--- src/sv/kwp_pkg.sv ---
// Shared types, constants and helpers for the KMP word pattern search block.
package kwp_pkg;

  localparam int BYTE_W  = 8;
  localparam int INDEX_W = 5;
  localparam int OUT_W   = 16;

  localparam logic ACTION_PATTERN = 1'b0;
  localparam logic ACTION_TEXT    = 1'b1;

  localparam logic [BYTE_W-1:0] CHAR_SPACE = 8'd32;
  localparam logic [BYTE_W-1:0] CHAR_TAB   = 8'd9;
  localparam logic [BYTE_W-1:0] CHAR_CR    = 8'd13;

  typedef enum logic [1:0] {
    S_IDLE,
    S_SEARCH,
    S_FINISH
  } kwp_state_t;

  // Whitespace separates words: space and the control codes tab through carriage return.
  function automatic logic is_blank(input logic [BYTE_W-1:0] c);
    return (c == CHAR_SPACE) || ((c >= CHAR_TAB) && (c <= CHAR_CR));
  endfunction

endpackage

--- src/sv/kwp_if.sv ---
// Valid/ready channel interfaces for input items and result items.
interface kwp_in_if;
  logic                        valid;
  logic                        ready;
  logic                        action;
  logic [kwp_pkg::BYTE_W-1:0]  data_byte;
  logic [kwp_pkg::INDEX_W-1:0] pattern_index;
  logic                        last;

  modport source (output valid, action, data_byte, pattern_index, last, input ready);
  modport sink   (input valid, action, data_byte, pattern_index, last, output ready);
endinterface

interface kwp_out_if;
  logic                       valid;
  logic                       ready;
  logic                       word_matched;
  logic [kwp_pkg::OUT_W-1:0]  match_count;
  logic [kwp_pkg::OUT_W-1:0]  word_start;
  logic [kwp_pkg::OUT_W-1:0]  word_length;
  logic                       text_done;

  modport source (output valid, word_matched, match_count, word_start, word_length, text_done,
                  input ready);
  modport sink   (input valid, word_matched, match_count, word_start, word_length, text_done,
                  output ready);
endinterface

--- src/sv/kwp_ram.sv ---
// Generic single-write, single-read RAM with registered read data.
module kwp_ram #(
  parameter int WIDTH = 8,
  parameter int DEPTH = 32
) (
  input  logic                                   clk,
  input  logic                                   we,
  input  logic [(DEPTH > 1 ? $clog2(DEPTH) : 1)-1:0] waddr,
  input  logic [WIDTH-1:0]                       wdata,
  input  logic [(DEPTH > 1 ? $clog2(DEPTH) : 1)-1:0] raddr,
  output logic [WIDTH-1:0]                       rdata
);

  logic [WIDTH-1:0] mem [DEPTH];

  always_ff @(posedge clk) begin
    if (we) begin
      mem[waddr] <= wdata;
    end
    rdata <= mem[raddr];
  end

endmodule

--- src/sv/kwp_kmp_unit.sv ---
// Shared KMP step unit: pattern and failure stores plus the fallback loop.
module kwp_kmp_unit #(
  parameter int MAX_PATTERN = 32
) (
  input  logic                                            clk,
  input  logic                                            rst,
  input  logic                                            start,
  input  logic [$clog2(MAX_PATTERN+1)-1:0]                start_len,
  input  logic [kwp_pkg::BYTE_W-1:0]                      key,
  input  logic                                            pat_we,
  input  logic [(MAX_PATTERN > 1 ? $clog2(MAX_PATTERN) : 1)-1:0] pat_waddr,
  input  logic [kwp_pkg::BYTE_W-1:0]                      pat_wdata,
  input  logic                                            fail_we,
  input  logic [(MAX_PATTERN > 1 ? $clog2(MAX_PATTERN) : 1)-1:0] fail_waddr,
  input  logic [$clog2(MAX_PATTERN+1)-1:0]                fail_wdata,
  output logic                                            done,
  output logic [$clog2(MAX_PATTERN+1)-1:0]                result_len
);

  localparam int PW = $clog2(MAX_PATTERN + 1);
  localparam int AW = (MAX_PATTERN > 1) ? $clog2(MAX_PATTERN) : 1;

  logic                        busy;
  logic [PW-1:0]               cur;
  logic [kwp_pkg::BYTE_W-1:0]  key_hold;
  logic [PW-1:0]               rd_len;
  logic [PW-1:0]               rd_len_m1;
  logic [kwp_pkg::BYTE_W-1:0]  pat_rdata;
  logic [PW-1:0]               fail_rdata;
  logic                        same;
  logic                        fall_back;

  // Issue the next probe: the start length, or the fallback target just read.
  always_comb begin
    rd_len    = start ? start_len : fail_rdata;
    rd_len_m1 = rd_len - PW'(1);
  end

  kwp_ram #(.WIDTH(kwp_pkg::BYTE_W), .DEPTH(MAX_PATTERN)) u_pat_ram (
    .clk   (clk),
    .we    (pat_we),
    .waddr (pat_waddr),
    .wdata (pat_wdata),
    .raddr (AW'(rd_len)),
    .rdata (pat_rdata)
  );

  kwp_ram #(.WIDTH(PW), .DEPTH(MAX_PATTERN)) u_fail_ram (
    .clk   (clk),
    .we    (fail_we),
    .waddr (fail_waddr),
    .wdata (fail_wdata),
    .raddr (AW'(rd_len_m1)),
    .rdata (fail_rdata)
  );

  assign same       = (pat_rdata == key_hold);
  assign fall_back  = busy && (cur != '0) && !same;
  assign done       = busy && !fall_back;
  assign result_len = same ? cur + PW'(1) : cur;

  always_ff @(posedge clk) begin
    if (rst) begin
      busy <= 1'b0;
    end else if (start) begin
      busy <= 1'b1;
    end else if (done) begin
      busy <= 1'b0;
    end
  end

  always_ff @(posedge clk) begin
    if (start) begin
      cur      <= start_len;
      key_hold <= key;
    end else if (fall_back) begin
      cur <= fail_rdata;
    end
  end

endmodule

--- src/sv/kmp_word_pattern_search.sv ---
// Top level of the KMP word pattern search block: sequencer, text state and result register.
//
// Usage: items arrive on text_in (valid/ready). A beat with action 0 loads a pattern
// byte: index 0 starts a new pattern and clears all text-side state; index equal to the
// current length appends a byte if room is left and extends the failure table; others drop.
// A beat with action 1 is a text byte. Whitespace (9 to 13, 32) separates words. Each word
// is searched with KMP until its first full match. When a word ends, or at the beat
// marked last, one result beat leaves on result_out with the match flag, the word's start
// offset and length, the running count of matching words and the end-of-text flag.
// Sequencing: a pattern restart completes in idle. A pattern append passes through search,
// a searched text byte through search and then finish; each failure-table fallback adds
// one probe, and each probe of the shared step unit reads the pattern and failure stores
// once through their registered read ports. A text byte that is not searched goes straight
// to finish. Amortized, a text byte costs under two probes. A result appears in the cycle
// after the finishing cycle and waits in the output register; the next item is accepted
// meanwhile, and only a following result waits while result_out stalls.
// Reset clears the pattern length, all text-side counters and the output valid flag; the
// pattern and failure stores hold no reset value and are read only below the length.
module kmp_word_pattern_search #(
  parameter int MAX_PATTERN = 32,
  parameter int COUNT_BITS  = 16
) (
  input logic      clk,
  input logic      rst,
  kwp_in_if.sink   text_in,
  kwp_out_if.source result_out
);

  localparam int PW = $clog2(MAX_PATTERN + 1);
  localparam int AW = (MAX_PATTERN > 1) ? $clog2(MAX_PATTERN) : 1;
  localparam int IW = (PW > kwp_pkg::INDEX_W) ? PW : kwp_pkg::INDEX_W;
  localparam int CW = COUNT_BITS;
  localparam int EW = (CW > kwp_pkg::OUT_W) ? CW : kwp_pkg::OUT_W;
  localparam logic [PW-1:0] PAT_MAX  = PW'(MAX_PATTERN);
  localparam logic [CW-1:0] CNT_MAX  = {CW{1'b1}};
  localparam logic [EW-1:0] OUT_LIMIT = EW'({kwp_pkg::OUT_W{1'b1}});

  // Clamp a counter to the 16-bit result fields.
  function automatic logic [kwp_pkg::OUT_W-1:0] clamp_out(input logic [CW-1:0] v);
    logic [EW-1:0] ext;
    ext = EW'(v);
    return (ext > OUT_LIMIT) ? {kwp_pkg::OUT_W{1'b1}} : ext[kwp_pkg::OUT_W-1:0];
  endfunction

  kwp_pkg::kwp_state_t state, state_next;

  // Pattern side
  logic [PW-1:0] pattern_length;
  logic [PW-1:0] build_prefix_length;

  // Text side
  logic [PW-1:0] match_position;
  logic          inside_word;
  logic          word_has_match;
  logic [CW-1:0] matching_words;
  logic [CW-1:0] text_offset;
  logic [CW-1:0] current_word_start;

  // Held item
  logic                        hold_build;
  logic                        hold_blank;
  logic                        hold_last;
  logic [kwp_pkg::INDEX_W-1:0] hold_pos;

  // Result register
  logic                       out_valid;
  logic                       out_matched;
  logic [kwp_pkg::OUT_W-1:0]  out_count;
  logic [kwp_pkg::OUT_W-1:0]  out_start;
  logic [kwp_pkg::OUT_W-1:0]  out_length;
  logic                       out_done;

  // Decode
  logic          accept;
  logic          in_blank;
  logic          acc_restart;
  logic          acc_append;
  logic          acc_text;
  logic          new_word;
  logic          has_match_eff;
  logic [PW-1:0] match_pos_eff;
  logic          text_search;
  logic          unit_start;
  logic [PW-1:0] unit_start_len;
  logic          unit_done;
  logic [PW-1:0] unit_len;
  logic          build_done;
  logic          text_step_done;
  logic          word_hit;
  logic          emit;
  logic          out_free;
  logic          finish;
  logic          fail_we;
  logic [AW-1:0] fail_waddr;
  logic [PW-1:0] fail_wdata;
  logic [CW-1:0] offset_inc;
  logic [CW-1:0] word_end;

  assign text_in.ready = (state == kwp_pkg::S_IDLE);
  assign accept        = text_in.valid && text_in.ready;
  assign in_blank      = kwp_pkg::is_blank(text_in.data_byte);

  // Pattern beats: a restart at index zero, or an in-order append while room is left.
  assign acc_restart = accept && (text_in.action == kwp_pkg::ACTION_PATTERN) &&
                       (text_in.pattern_index == '0);
  assign acc_append  = accept && (text_in.action == kwp_pkg::ACTION_PATTERN) &&
                       (text_in.pattern_index != '0) &&
                       (IW'(text_in.pattern_index) == IW'(pattern_length)) &&
                       (pattern_length < PAT_MAX);
  assign acc_text    = accept && (text_in.action == kwp_pkg::ACTION_TEXT);

  // A letter opens a word when none is open; the new word starts unmatched at position zero.
  assign new_word      = !inside_word;
  assign has_match_eff = new_word ? 1'b0 : word_has_match;
  assign match_pos_eff = new_word ? '0 : match_position;
  assign text_search   = acc_text && !in_blank && !has_match_eff && (pattern_length != '0);

  assign unit_start     = acc_append || text_search;
  assign unit_start_len = acc_append ? build_prefix_length : match_pos_eff;

  // The failure entry of a restart is zero; an append writes it when its walk ends.
  always_comb begin
    fail_we    = acc_restart || build_done;
    fail_waddr = build_done ? AW'(hold_pos) : '0;
    fail_wdata = build_done ? unit_len : '0;
  end

  kwp_kmp_unit #(.MAX_PATTERN(MAX_PATTERN)) u_kmp_unit (
    .clk        (clk),
    .rst        (rst),
    .start      (unit_start),
    .start_len  (unit_start_len),
    .key        (text_in.data_byte),
    .pat_we     (acc_restart || acc_append),
    .pat_waddr  (AW'(text_in.pattern_index)),
    .pat_wdata  (text_in.data_byte),
    .fail_we    (fail_we),
    .fail_waddr (fail_waddr),
    .fail_wdata (fail_wdata),
    .done       (unit_done),
    .result_len (unit_len)
  );

  assign build_done     = (state == kwp_pkg::S_SEARCH) && unit_done && hold_build;
  assign text_step_done = (state == kwp_pkg::S_SEARCH) && unit_done && !hold_build;
  assign word_hit       = unit_len >= pattern_length;

  // A blank closes an open word or ends the text; a letter reports only at the end of text.
  assign emit     = hold_blank ? (inside_word || hold_last) : hold_last;
  assign out_free = !out_valid || result_out.ready;
  assign finish   = (state == kwp_pkg::S_FINISH) && (!emit || out_free);

  assign offset_inc = (text_offset != CNT_MAX) ? text_offset + CW'(1) : text_offset;
  // A letter counts itself before the word length is taken; a blank does not.
  assign word_end   = hold_blank ? text_offset : offset_inc;

  always_ff @(posedge clk) begin
    if (rst) begin
      state <= kwp_pkg::S_IDLE;
    end else begin
      state <= state_next;
    end
  end

  always_comb begin
    state_next = state;
    unique case (state)
      kwp_pkg::S_IDLE: begin
        if (unit_start) begin
          state_next = kwp_pkg::S_SEARCH;
        end else if (acc_text) begin
          state_next = kwp_pkg::S_FINISH;
        end
      end
      kwp_pkg::S_SEARCH: begin
        if (build_done) begin
          state_next = kwp_pkg::S_IDLE;
        end else if (text_step_done) begin
          state_next = kwp_pkg::S_FINISH;
        end
      end
      kwp_pkg::S_FINISH: begin
        if (finish) begin
          state_next = kwp_pkg::S_IDLE;
        end
      end
      default: state_next = kwp_pkg::S_IDLE;
    endcase
  end

  // Hold the item fields the later steps need.
  always_ff @(posedge clk) begin
    if (accept) begin
      hold_build <= (text_in.action == kwp_pkg::ACTION_PATTERN);
      hold_blank <= in_blank;
      hold_last  <= text_in.last;
      hold_pos   <= text_in.pattern_index;
    end
  end

  // Pattern length and the prefix length carried between appends.
  always_ff @(posedge clk) begin
    if (rst) begin
      pattern_length      <= '0;
      build_prefix_length <= '0;
    end else if (acc_restart) begin
      pattern_length      <= PW'(1);
      build_prefix_length <= '0;
    end else if (build_done) begin
      pattern_length      <= PW'(IW'(hold_pos) + IW'(1));
      build_prefix_length <= unit_len;
    end
  end

  // Text-side state.
  always_ff @(posedge clk) begin
    if (rst || acc_restart) begin
      match_position     <= '0;
      inside_word        <= 1'b0;
      word_has_match     <= 1'b0;
      matching_words     <= '0;
      text_offset        <= '0;
      current_word_start <= '0;
    end else if (acc_text && !in_blank && new_word) begin
      inside_word        <= 1'b1;
      current_word_start <= text_offset;
      match_position     <= '0;
      word_has_match     <= 1'b0;
    end else if (text_step_done) begin
      if (word_hit) begin
        word_has_match <= 1'b1;
        match_position <= '0;
        if (matching_words != CNT_MAX) begin
          matching_words <= matching_words + CW'(1);
        end
      end else begin
        match_position <= unit_len;
      end
    end else if (finish) begin
      if (hold_last) begin
        match_position     <= '0;
        inside_word        <= 1'b0;
        word_has_match     <= 1'b0;
        matching_words     <= '0;
        text_offset        <= '0;
        current_word_start <= '0;
      end else begin
        text_offset <= offset_inc;
        if (emit) begin
          inside_word    <= 1'b0;
          word_has_match <= 1'b0;
          match_position <= '0;
        end
      end
    end
  end

  // Result register: load on an emitting finish, drop once the beat is taken.
  always_ff @(posedge clk) begin
    if (rst) begin
      out_valid <= 1'b0;
    end else if (finish && emit) begin
      out_valid <= 1'b1;
    end else if (result_out.ready) begin
      out_valid <= 1'b0;
    end
  end

  always_ff @(posedge clk) begin
    if (finish && emit) begin
      out_matched <= inside_word && word_has_match;
      out_count   <= clamp_out(matching_words);
      out_start   <= clamp_out(inside_word ? current_word_start : text_offset);
      out_length  <= clamp_out(inside_word ? word_end - current_word_start : '0);
      out_done    <= hold_last;
    end
  end

  assign result_out.valid        = out_valid;
  assign result_out.word_matched = out_matched;
  assign result_out.match_count  = out_count;
  assign result_out.word_start   = out_start;
  assign result_out.word_length  = out_length;
  assign result_out.text_done    = out_done;

endmodule

--- src/flat_wrapper.sv ---
// flat-port wrapper written by rule: the top's interface ports become plain ports
module kmp_word_pattern_search_flat 
#(
  parameter int MAX_PATTERN = 32,
  parameter int COUNT_BITS  = 16
)
  (clk, rst, text_in_valid, text_in_action, text_in_data_byte, text_in_pattern_index, text_in_last, text_in_ready, result_out_valid, result_out_word_matched, result_out_match_count, result_out_word_start, result_out_word_length, result_out_text_done, result_out_ready);
  kwp_in_if text_in_i ();
  kwp_out_if result_out_i ();
  input logic clk;
  input logic rst;
  input wire logic [$bits(text_in_i.valid)-1:0] text_in_valid;
  input wire logic [$bits(text_in_i.action)-1:0] text_in_action;
  input wire logic [$bits(text_in_i.data_byte)-1:0] text_in_data_byte;
  input wire logic [$bits(text_in_i.pattern_index)-1:0] text_in_pattern_index;
  input wire logic [$bits(text_in_i.last)-1:0] text_in_last;
  output wire logic [$bits(text_in_i.ready)-1:0] text_in_ready;
  output wire logic [$bits(result_out_i.valid)-1:0] result_out_valid;
  output wire logic [$bits(result_out_i.word_matched)-1:0] result_out_word_matched;
  output wire logic [$bits(result_out_i.match_count)-1:0] result_out_match_count;
  output wire logic [$bits(result_out_i.word_start)-1:0] result_out_word_start;
  output wire logic [$bits(result_out_i.word_length)-1:0] result_out_word_length;
  output wire logic [$bits(result_out_i.text_done)-1:0] result_out_text_done;
  input wire logic [$bits(result_out_i.ready)-1:0] result_out_ready;
  assign text_in_i.valid = text_in_valid;
  assign text_in_i.action = text_in_action;
  assign text_in_i.data_byte = text_in_data_byte;
  assign text_in_i.pattern_index = text_in_pattern_index;
  assign text_in_i.last = text_in_last;
  assign text_in_ready = text_in_i.ready;
  assign result_out_valid = result_out_i.valid;
  assign result_out_word_matched = result_out_i.word_matched;
  assign result_out_match_count = result_out_i.match_count;
  assign result_out_word_start = result_out_i.word_start;
  assign result_out_word_length = result_out_i.word_length;
  assign result_out_text_done = result_out_i.text_done;
  assign result_out_i.ready = result_out_ready;
  kmp_word_pattern_search #(.MAX_PATTERN(MAX_PATTERN), .COUNT_BITS(COUNT_BITS)) u_core (.clk(clk), .rst(rst), .text_in(text_in_i), .result_out(result_out_i));
endmodule
--- config.mk ---
export PLATFORM = sky130hd
export DESIGN_NAME = kmp_word_pattern_search_flat
export DESIGN_NICKNAME = d
export VERILOG_FILES = /design/src/sv/kwp_pkg.sv /design/src/sv/kwp_if.sv /design/src/sv/kwp_ram.sv /design/src/sv/kwp_kmp_unit.sv /design/src/sv/kmp_word_pattern_search.sv /design/src/flat_wrapper.sv
export SDC_FILE = /design/constraint.sdc
export NUM_CORES = 1
export LEC_CHECK = 0
export BUFFER_PORTS_ARGS = -buffer_cell sky130_fd_sc_hd__buf_4
export CORE_MARGIN = 8
export CORE_UTILIZATION = 45
export DETAILED_ROUTE_END_ITERATION = 12
export PLACE_DENSITY_LB_ADDON = 0.3
export SLEW_MARGIN = 20
export SYNTH_ARGS = -nofsm -noshare
export SYNTH_HDL_FRONTEND = slang
export SYNTH_SLANG_ARGS = --single-unit
--- constraint.sdc ---
create_clock -name clk -period 11.6 [get_ports clk]
set_input_delay 3.48 -clock clk [delete_from_list [all_inputs] [get_ports clk]]
set_output_delay 3.48 -clock clk [all_outputs]
set_load 0.01 [all_outputs]
# Word level (Yosys, flattened, before mapping)
# Memories as Yosys holds them, arrays and structs flattened. A register that Yosys moved wholly into a read port is not among the register bits.
# Cells that the tools add are included.
totals:
  regBits: 144
  latch_bits: 0
  ram_bits: 448
  rom_bits: 0
  in_bits: 19
  output_inout_bits: 52
  word_cells: 165
  mem_count: 2
mem_list:
  columns: ["name", "words", "word_bits", "read_ports", "rd_clocked_by_memory_dff", "write_ports", "line", "source"]
  rows:
  - ["u_core.u_kmp_unit.u_pat_ram.mem", 32, 8, 1, 1, 1, "kwp_ram.sv:14", "logic [WIDTH-1:0] mem [DEPTH];"]
  - ["u_core.u_kmp_unit.u_fail_ram.mem", 32, 6, 1, 1, 1, "kwp_ram.sv:14", null]
classes:
  addsub: 6
  n_mul: 0
  n_div: 0
  magnitude_cmp: 7
  eq_ne: 13
  shifts: 0
  mux: 50
  n_bitwise: 3
  n_reduce_logical: 61
op_table:
  columns: ["operator", "n"]
  rows:
  - ["two-way mux 16 bit", 12]
  - ["two-way mux 6 bit", 11]
  - ["greater-than comparator 16 bit, second input constant", 3]
  - ["adder 16 x 1 -> 16 bit, second input constant", 2]
  - ["!= test 16 bit, second input constant", 2]
  - ["logical AND 1 bit", 21]
  - ["two-way mux 1 bit", 19]
  - ["nonzero test 2 bit", 8]
  - ["subtractor 16 bit", 1]
  - ["AND reduction 3 bit", 5]
  - ["nonzero test 6 bit", 2]
  - ["two-way mux 2 bit", 5]
  - ["two-way mux 5 bit", 2]
  - ["equality test 8 x 6 -> 1 bit, second input constant", 1]
  - ["equality test 8 bit", 1]
  - ["greater-or-equal comparator 8 x 4 -> 1 bit, second input constant", 1]
  - ["less-or-equal comparator 8 x 4 -> 1 bit, second input constant", 1]
  - ["zero test 1 bit", 8]
  - ["logical OR 1 bit", 8]
  - ["adder 5 x 1 -> 6 bit, second input constant", 1]
  - ["adder 6 x 1 -> 6 bit, second input constant", 1]
  - ["equality test 5 x 6 -> 1 bit", 1]
  - ["greater-or-equal comparator 6 bit", 1]
  - ["less-than comparator 6 bit, second input constant", 1]
  - ["16 further kinds", 22]

# Depth between registers and ports, before layout
depth:
  word_depth: 10
  ltp_mapped: 19
  mapped_depth_nobuf: 18

# Hierarchy
# A second synthesis with hierarchy kept.
unflattened:
  hier_cells: 1557
  area_unflattened_um2: 25456.9
by_module_without_submodules:
  columns: ["mod", "n_inst", "cells_each", "area_per_inst_um2", "seq_area_each_um2"]
  rows:
  - ["kwp_ram at u_core.u_kmp_unit.u_pat_ram", 1, 417, 10053.4, 7847.5]
  - ["kwp_ram at u_core.u_kmp_unit.u_fail_ram", 1, 323, 7589.8, 5885.6]
  - ["kmp_word_pattern_search", 1, 749, 6959.2, 3163.0]
  - ["kwp_kmp_unit", 1, 68, 854.6, 440.4]

# Worst setup path after synthesis
# No wires, ideal clock.
synth_timing:
  path_type: "input to register"
  start: "in text_in_pattern_index[2]"
  end: "reg u_core.u_kmp_unit.u_fail_ram.rdata[4], read port of u_core.u_kmp_unit.u_fail_ram.mem"
  setup_time_ns: 0.127
  arrival_ns: 7.328
  t_required_ns: 11.473
  slack_ns: 4.145
  stages: 19
  path_buffers: 8
  cell_sequence: "buf_2 or3_4 nor3_4 or4_1 buf_4 nor2_8 a21oi_4 inv_8 buf_4 buf_8 buf_12 buf_2 ha_1 clkbuf_1 clkbuf_1 mux4_2 mux2i_1 a21oi_1 or3_1"
synth_between:
  elab_chain_cells: 7
  elab_cells_between_ends: 9
  classes_between: "add/sub (1); eq/ne (1); mux (2); reduce/logical (5)"
synth_lines:
  columns: ["element", "line", "source"]
  rows:
  - ["start: declaration", "flat_wrapper.sv:15", "input wire logic [$bits(text_in_i.pattern_index)-1:0] text_in_pattern_index;"]
  - ["nonzero test 5 bit", "kmp_word_pattern_search.sv:107", "(text_in.pattern_index != '0) &&"]
  - ["logical AND 1 bit", "kmp_word_pattern_search.sv:106", "assign acc_append = accept && (text_in.action == kwp_pkg::ACTION_PATTERN) &&"]
  - ["logical AND 1 bit (*)", "kmp_word_pattern_search.sv:107", null]
  - ["logical AND 1 bit (*)", "kmp_word_pattern_search.sv:108", "(IW'(text_in.pattern_index) == IW'(pattern_length)) &&"]
  - ["two-way mux 6 bit or logical OR 1 bit (tied branches)", "kmp_word_pattern_search.sv:119, kmp_word_pattern_search.sv:118", null]
  - ["two-way mux 5 bit (*)", "kwp_kmp_unit.sv:35", "rd_len = start ? start_len : fail_rdata;"]
  - ["subtractor 5 x 1 -> 5 bit (*)", "kwp_kmp_unit.sv:36", "rd_len_m1 = rd_len - PW'(1);"]
  - ["end: declaration", "kwp_ram.sv:11", "output logic [WIDTH-1:0] rdata"]
# Mark *: on every way between the ends. The rest lies on a longest branch, timed or not.
# A chain may end at the register's enable or synchronous reset.

# Worst setup path after layout
layout_timing:
  start: "in text_in_data_byte[0]"
  end: "reg u_core.u_kmp_unit.u_fail_ram.rdata[2], read port of u_core.u_kmp_unit.u_fail_ram.mem"
layout_between:
  elab_chain_cells: 10
  elab_cells_between_ends: 12
  classes_between: "add/sub (1); order compare (2); eq/ne (1); mux (1); reduce/logical (7)"
layout_lines:
  columns: ["element", "line", "source"]
  rows:
  - ["start: declaration", "flat_wrapper.sv:14", "input wire logic [$bits(text_in_i.data_byte)-1:0] text_in_data_byte;"]
  - ["greater-or-equal comparator 8 x 4 -> 1 bit or less-or-equal comparator 8 x 4 -> 1 bit (tied branches)", "kwp_pkg.sv:23", "return (c == CHAR_SPACE) || ((c >= CHAR_TAB) && (c <= CHAR_CR));"]
  - ["logical AND 1 bit", "kwp_pkg.sv:23", null]
  - ["logical OR 1 bit (*)", "kwp_pkg.sv:23", null]
  - ["named net u_core.in_blank", "kmp_word_pattern_search.sv:75", "logic in_blank;"]
  - ["zero test 1 bit (*)", "kmp_word_pattern_search.sv:116", "assign text_search = acc_text && !in_blank && !has_match_eff && (pattern_length != '0);"]
  - ["logical AND 1 bit (*) (3 in a row)", "kmp_word_pattern_search.sv:116", null]
  - ["logical OR 1 bit (*)", "kmp_word_pattern_search.sv:118", "assign unit_start = acc_append || text_search;"]
  - ["two-way mux 5 bit (*)", "kwp_kmp_unit.sv:35", null]
  - ["subtractor 5 x 1 -> 5 bit (*)", "kwp_kmp_unit.sv:36", null]
# The timed path passes the listed nets; every way through them passes the cells marked *.

==> flow_metrics.tcl <==
set metrics [dict create \
    fin_crit_sh_pct 66.9 \
    setup_violations 0 \
    dp_hpwl_um 38700 \
    numCtsBuffers 60 \
    async_flop_share_pct 0 \
    seq_area_frac_synth_pct 67.4 \
    postCtsSetupRepairBufs 0 \
    avgViaCountPerCell 5.75 \
    final_cell_mix "520 x edfxtp_1, 150 x nor2_1, 127 x nand2_1, 122 x mux2i_1, 89 x buf_4" \
    synth_cells 1796 \
    place.gp.congestion 0.897 \
    synth_area_leaders "edfxtp_1 61%, dfxtp_1 6.7%, mux2i_1 4.7%" \
    synth-seq-cells 606 \
    first_global_vias 15100 \
    die_h_um 255 \
    rsz0062_at_grt "no" \
    drtPass1Iterations 5 \
    grtUsageTotal_pct 18.2 \
    vias 15400 \
    clock_path_buffers 3 \
    worst-r2r-cell-count 16 \
    synth_edf_count 520 \
    mostFrequentLayoutCell "edfxtp_1" \
    path_depth 13 \
    htreeDepth 2 \
    cp-endpoint "u_core.u_kmp_unit.u_fail_ram.rdata[2]" \
    cts_sinks 606 \
    cts_resized 0 \
    syn_avg_cell_area_sq_um 14.3 \
    crit_path_top_delay_cell "buf_4" \
    finalCriticalPeriod_ns 7.76 \
    drc_errors 0 \
    fmax_ghz 0.129 \
    critPathLaunchType "primary input" \
    hold_path_class "reg -> reg" \
    max_cap_viol_count 0 \
    synth.cell_area_sq_um 25700 \
    drt_iter0_markers 1246 \
    max_stage_delay_ns 0.82 \
    critical_path_required_ns 12.10 \
    synth_nets 1843 \
    cp-end-kind "flip-flop" \
    insertion_delay_ns 0.62 \
    critical-path-top-delay-family "buffers and inverters" \
    antenna_found_initial 5 \
    skew_ns 0.0305 \
    tns_ns 0 \
    worst-path-buf-inv 4 \
    clockRootBuffer "clkbuf_16" \
    rr_startpoint "u_core.text_offset[4]" \
    die_w_um 255 \
    synth_ff_type "edfxtp_1" \
    finalHoldViolCount 0 \
    slew_violations 0 \
    leakage_nw 9.55 \
    status "finished clean" \
    cp_data_arrival_time_ns 8.27 \
    overflow 0 \
    wirelength_um 59700 \
    dieArea_sq_um 65100 \
    critical_path_class "in -> reg" \
    wl_per_cell_um 22.4 \
    synth_top_cell_area_share_pct 60.7 \
    synth_area_leader_cell "edfxtp_1" \
    clkTransAtPathRegs_ns 0.07 \
    core_sq_um 56500 \
    yosysUniqueCellTypes 80 \
    fin_util_pct 51.5 \
    antenna_left 0 \
    r2r_end "u_core.result_out.word_length[15]" \
    p_per_area_nw_per_um2 193 \
    syn2layout_area_growth_pct 13.2 \
    drive_gt1_share_pct 15.0 \
    rows 87 \
    path_max_fanout 78 \
    ir_drop_mv 0.214 \
    worst_slew_pin_slew_ns 1.14 \
    ys.warnings.count 0 \
    ff2ff_setup_slack_ns 6.31 \
    ios 71 \
    cts_tree "yes" \
    startpoint "text_in_data_byte[0]" \
    hold_buffers 0 \
    io_buffer_count 70 \
    cp_cell_sequence "buf_4 -> nor3_1 -> and3b_1 -> o21ai_2 -> inv_1 -> o21ai_2 -> a21oi_4 -> inv_8 -> buf_4 -> mux4_1 -> mux2i_1 -> o22ai_1 -> or3_1" \
    grt_pass1_wl_um 91700 \
    final_nets 1907 \
    maxSlewHeadroom_pct 23.4 \
    grt_max_degree 79 \
    initial_utilization_pct 45.5 \
]
stage by stage:
step	cell area, sq um	worst slack, ns	power [mW]	hold WS (ns)	cells
floorplan	25700	4.15	3.29	0.432	1796
global placement	26900	3.22	3.57	0.451	2554
detailed placement	26900	3.20	3.58	0.465	2554
CTS	29100	3.85	5.66	0.480	2666
global route	29100	3.57	5.82	0.489	2666
finish	29100	3.84	5.63	0.481	2671
cells by family after synthesis:
group                    Yosys count  share of synthesized area, %
flip-flops                       606                          67.4
AND/OR/NAND/NOR                  525                          10.2
AO/OA/AOI/OAI                    270                          7.09
multiplexers                     187                          9.88
buffers and inverters            135                          2.50
XOR/XNOR                          45                          1.53
adder cells (fa/ha/maj)           28                          1.39
worst reg2reg max path: stages (launching register included):
cell and delay (ns):
dfxtp_1 0.57, nand4_1 0.22, nor4_1 0.64, nand2_1 0.17, nor2_1 0.33, nor2_1 0.22, mux2_2 0.34, ha_1 0.27
nor2b_1 0.12, o21a_1 0.15, o21ai_0 0.13, a2111oi_0 0.74, o31ai_1 0.29, o21ai_0 0.36, nand3_1 0.15, a21oi_1 0.14
and3b_1 0.19
layout make-up:
| cell class | count | area [sq um] |
|---|---|---|
| flip-flops and latches | 606 | 17300 |
| fillers | 4612 | 27400 |
| diodes | 5 | 12.5 |
| clock buffers | 67 | 1560 |
| repair buffers | 89 | 668 |
| inverters | 48 | 189 |
| clock inverters | 45 | 599 |
| well taps | 756 | 946 |
| multi-input cells | 1055 | 7800 |
worst min-delay path by stage:
stage	startpoint	to	slack, ns	cells after the start
global route	u_core.matching_words[12]	u_core.result_out.match_count[12]	0.49	0
global placement	u_core.matching_words[4]	u_core.result_out.match_count[4]	0.45	0
CTS	u_core.matching_words[4]	u_core.result_out.match_count[4]	0.48	0
finish	u_core.matching_words[4]	u_core.result_out.match_count[4]	0.48	0
detailed placement	u_core.matching_words[12]	u_core.result_out.match_count[12]	0.47	0
floorplan	u_core.matching_words[4]	u_core.result_out.match_count[4]	0.43	0
synthesized netlist by cell type, types with 27 or more instances:
| master | number |
|---|---|
| ha_1 | 27 |
| inv_1 | 45 |
| a21oi_1 | 67 |
| clkbuf_1 | 47 |
| a211oi_1 | 38 |
| mux2i_1 | 122 |
| a22oi_1 | 30 |
| xnor2_1 | 33 |
| mux4_2 | 35 |
| nand4_1 | 30 |
| dfxtp_1 | 86 |
| nor2_1 | 153 |
| nand2_1 | 127 |
| nand3_1 | 54 |
| edfxtp_1 | 520 |
report_power, final:
part           internal [mW]  leakage [nW]  switching [mW]  total (mW)
Sequential              2.39          5.20          0.0258        2.42
Combinational          0.428          3.31           0.694        1.12
Clock                   1.25          1.04           0.847        2.09
layer usage:
metal / track usage [%] / share of wire, % / up-vias
li1: - / - / 7071
met1: 25.1 / 44 / 7719
met2: 29.1 / 47 / 471
met3: 3.91 / 6.5 / 99
met4: 5.17 / 2.5 / 0
met5: 0 / 0 / -
registers in the layout, summed over array words and instances, names as in the netlist, 8 cells and up:
signal	cells
u_core.result_out.word_length	16
u_core.u_kmp_unit.u_pat_ram.mem	256
u_core.text_offset	16
u_core.matching_words	16
u_core.current_word_start	16
u_core.result_out.word_start	16
u_core.u_kmp_unit.key_hold	8
u_core.result_out.match_count	16
u_core.u_kmp_unit.u_fail_ram.mem	192
u_core.u_kmp_unit.u_pat_ram.rdata	8
Note: power is estimated with default switching activity, not from simulation.
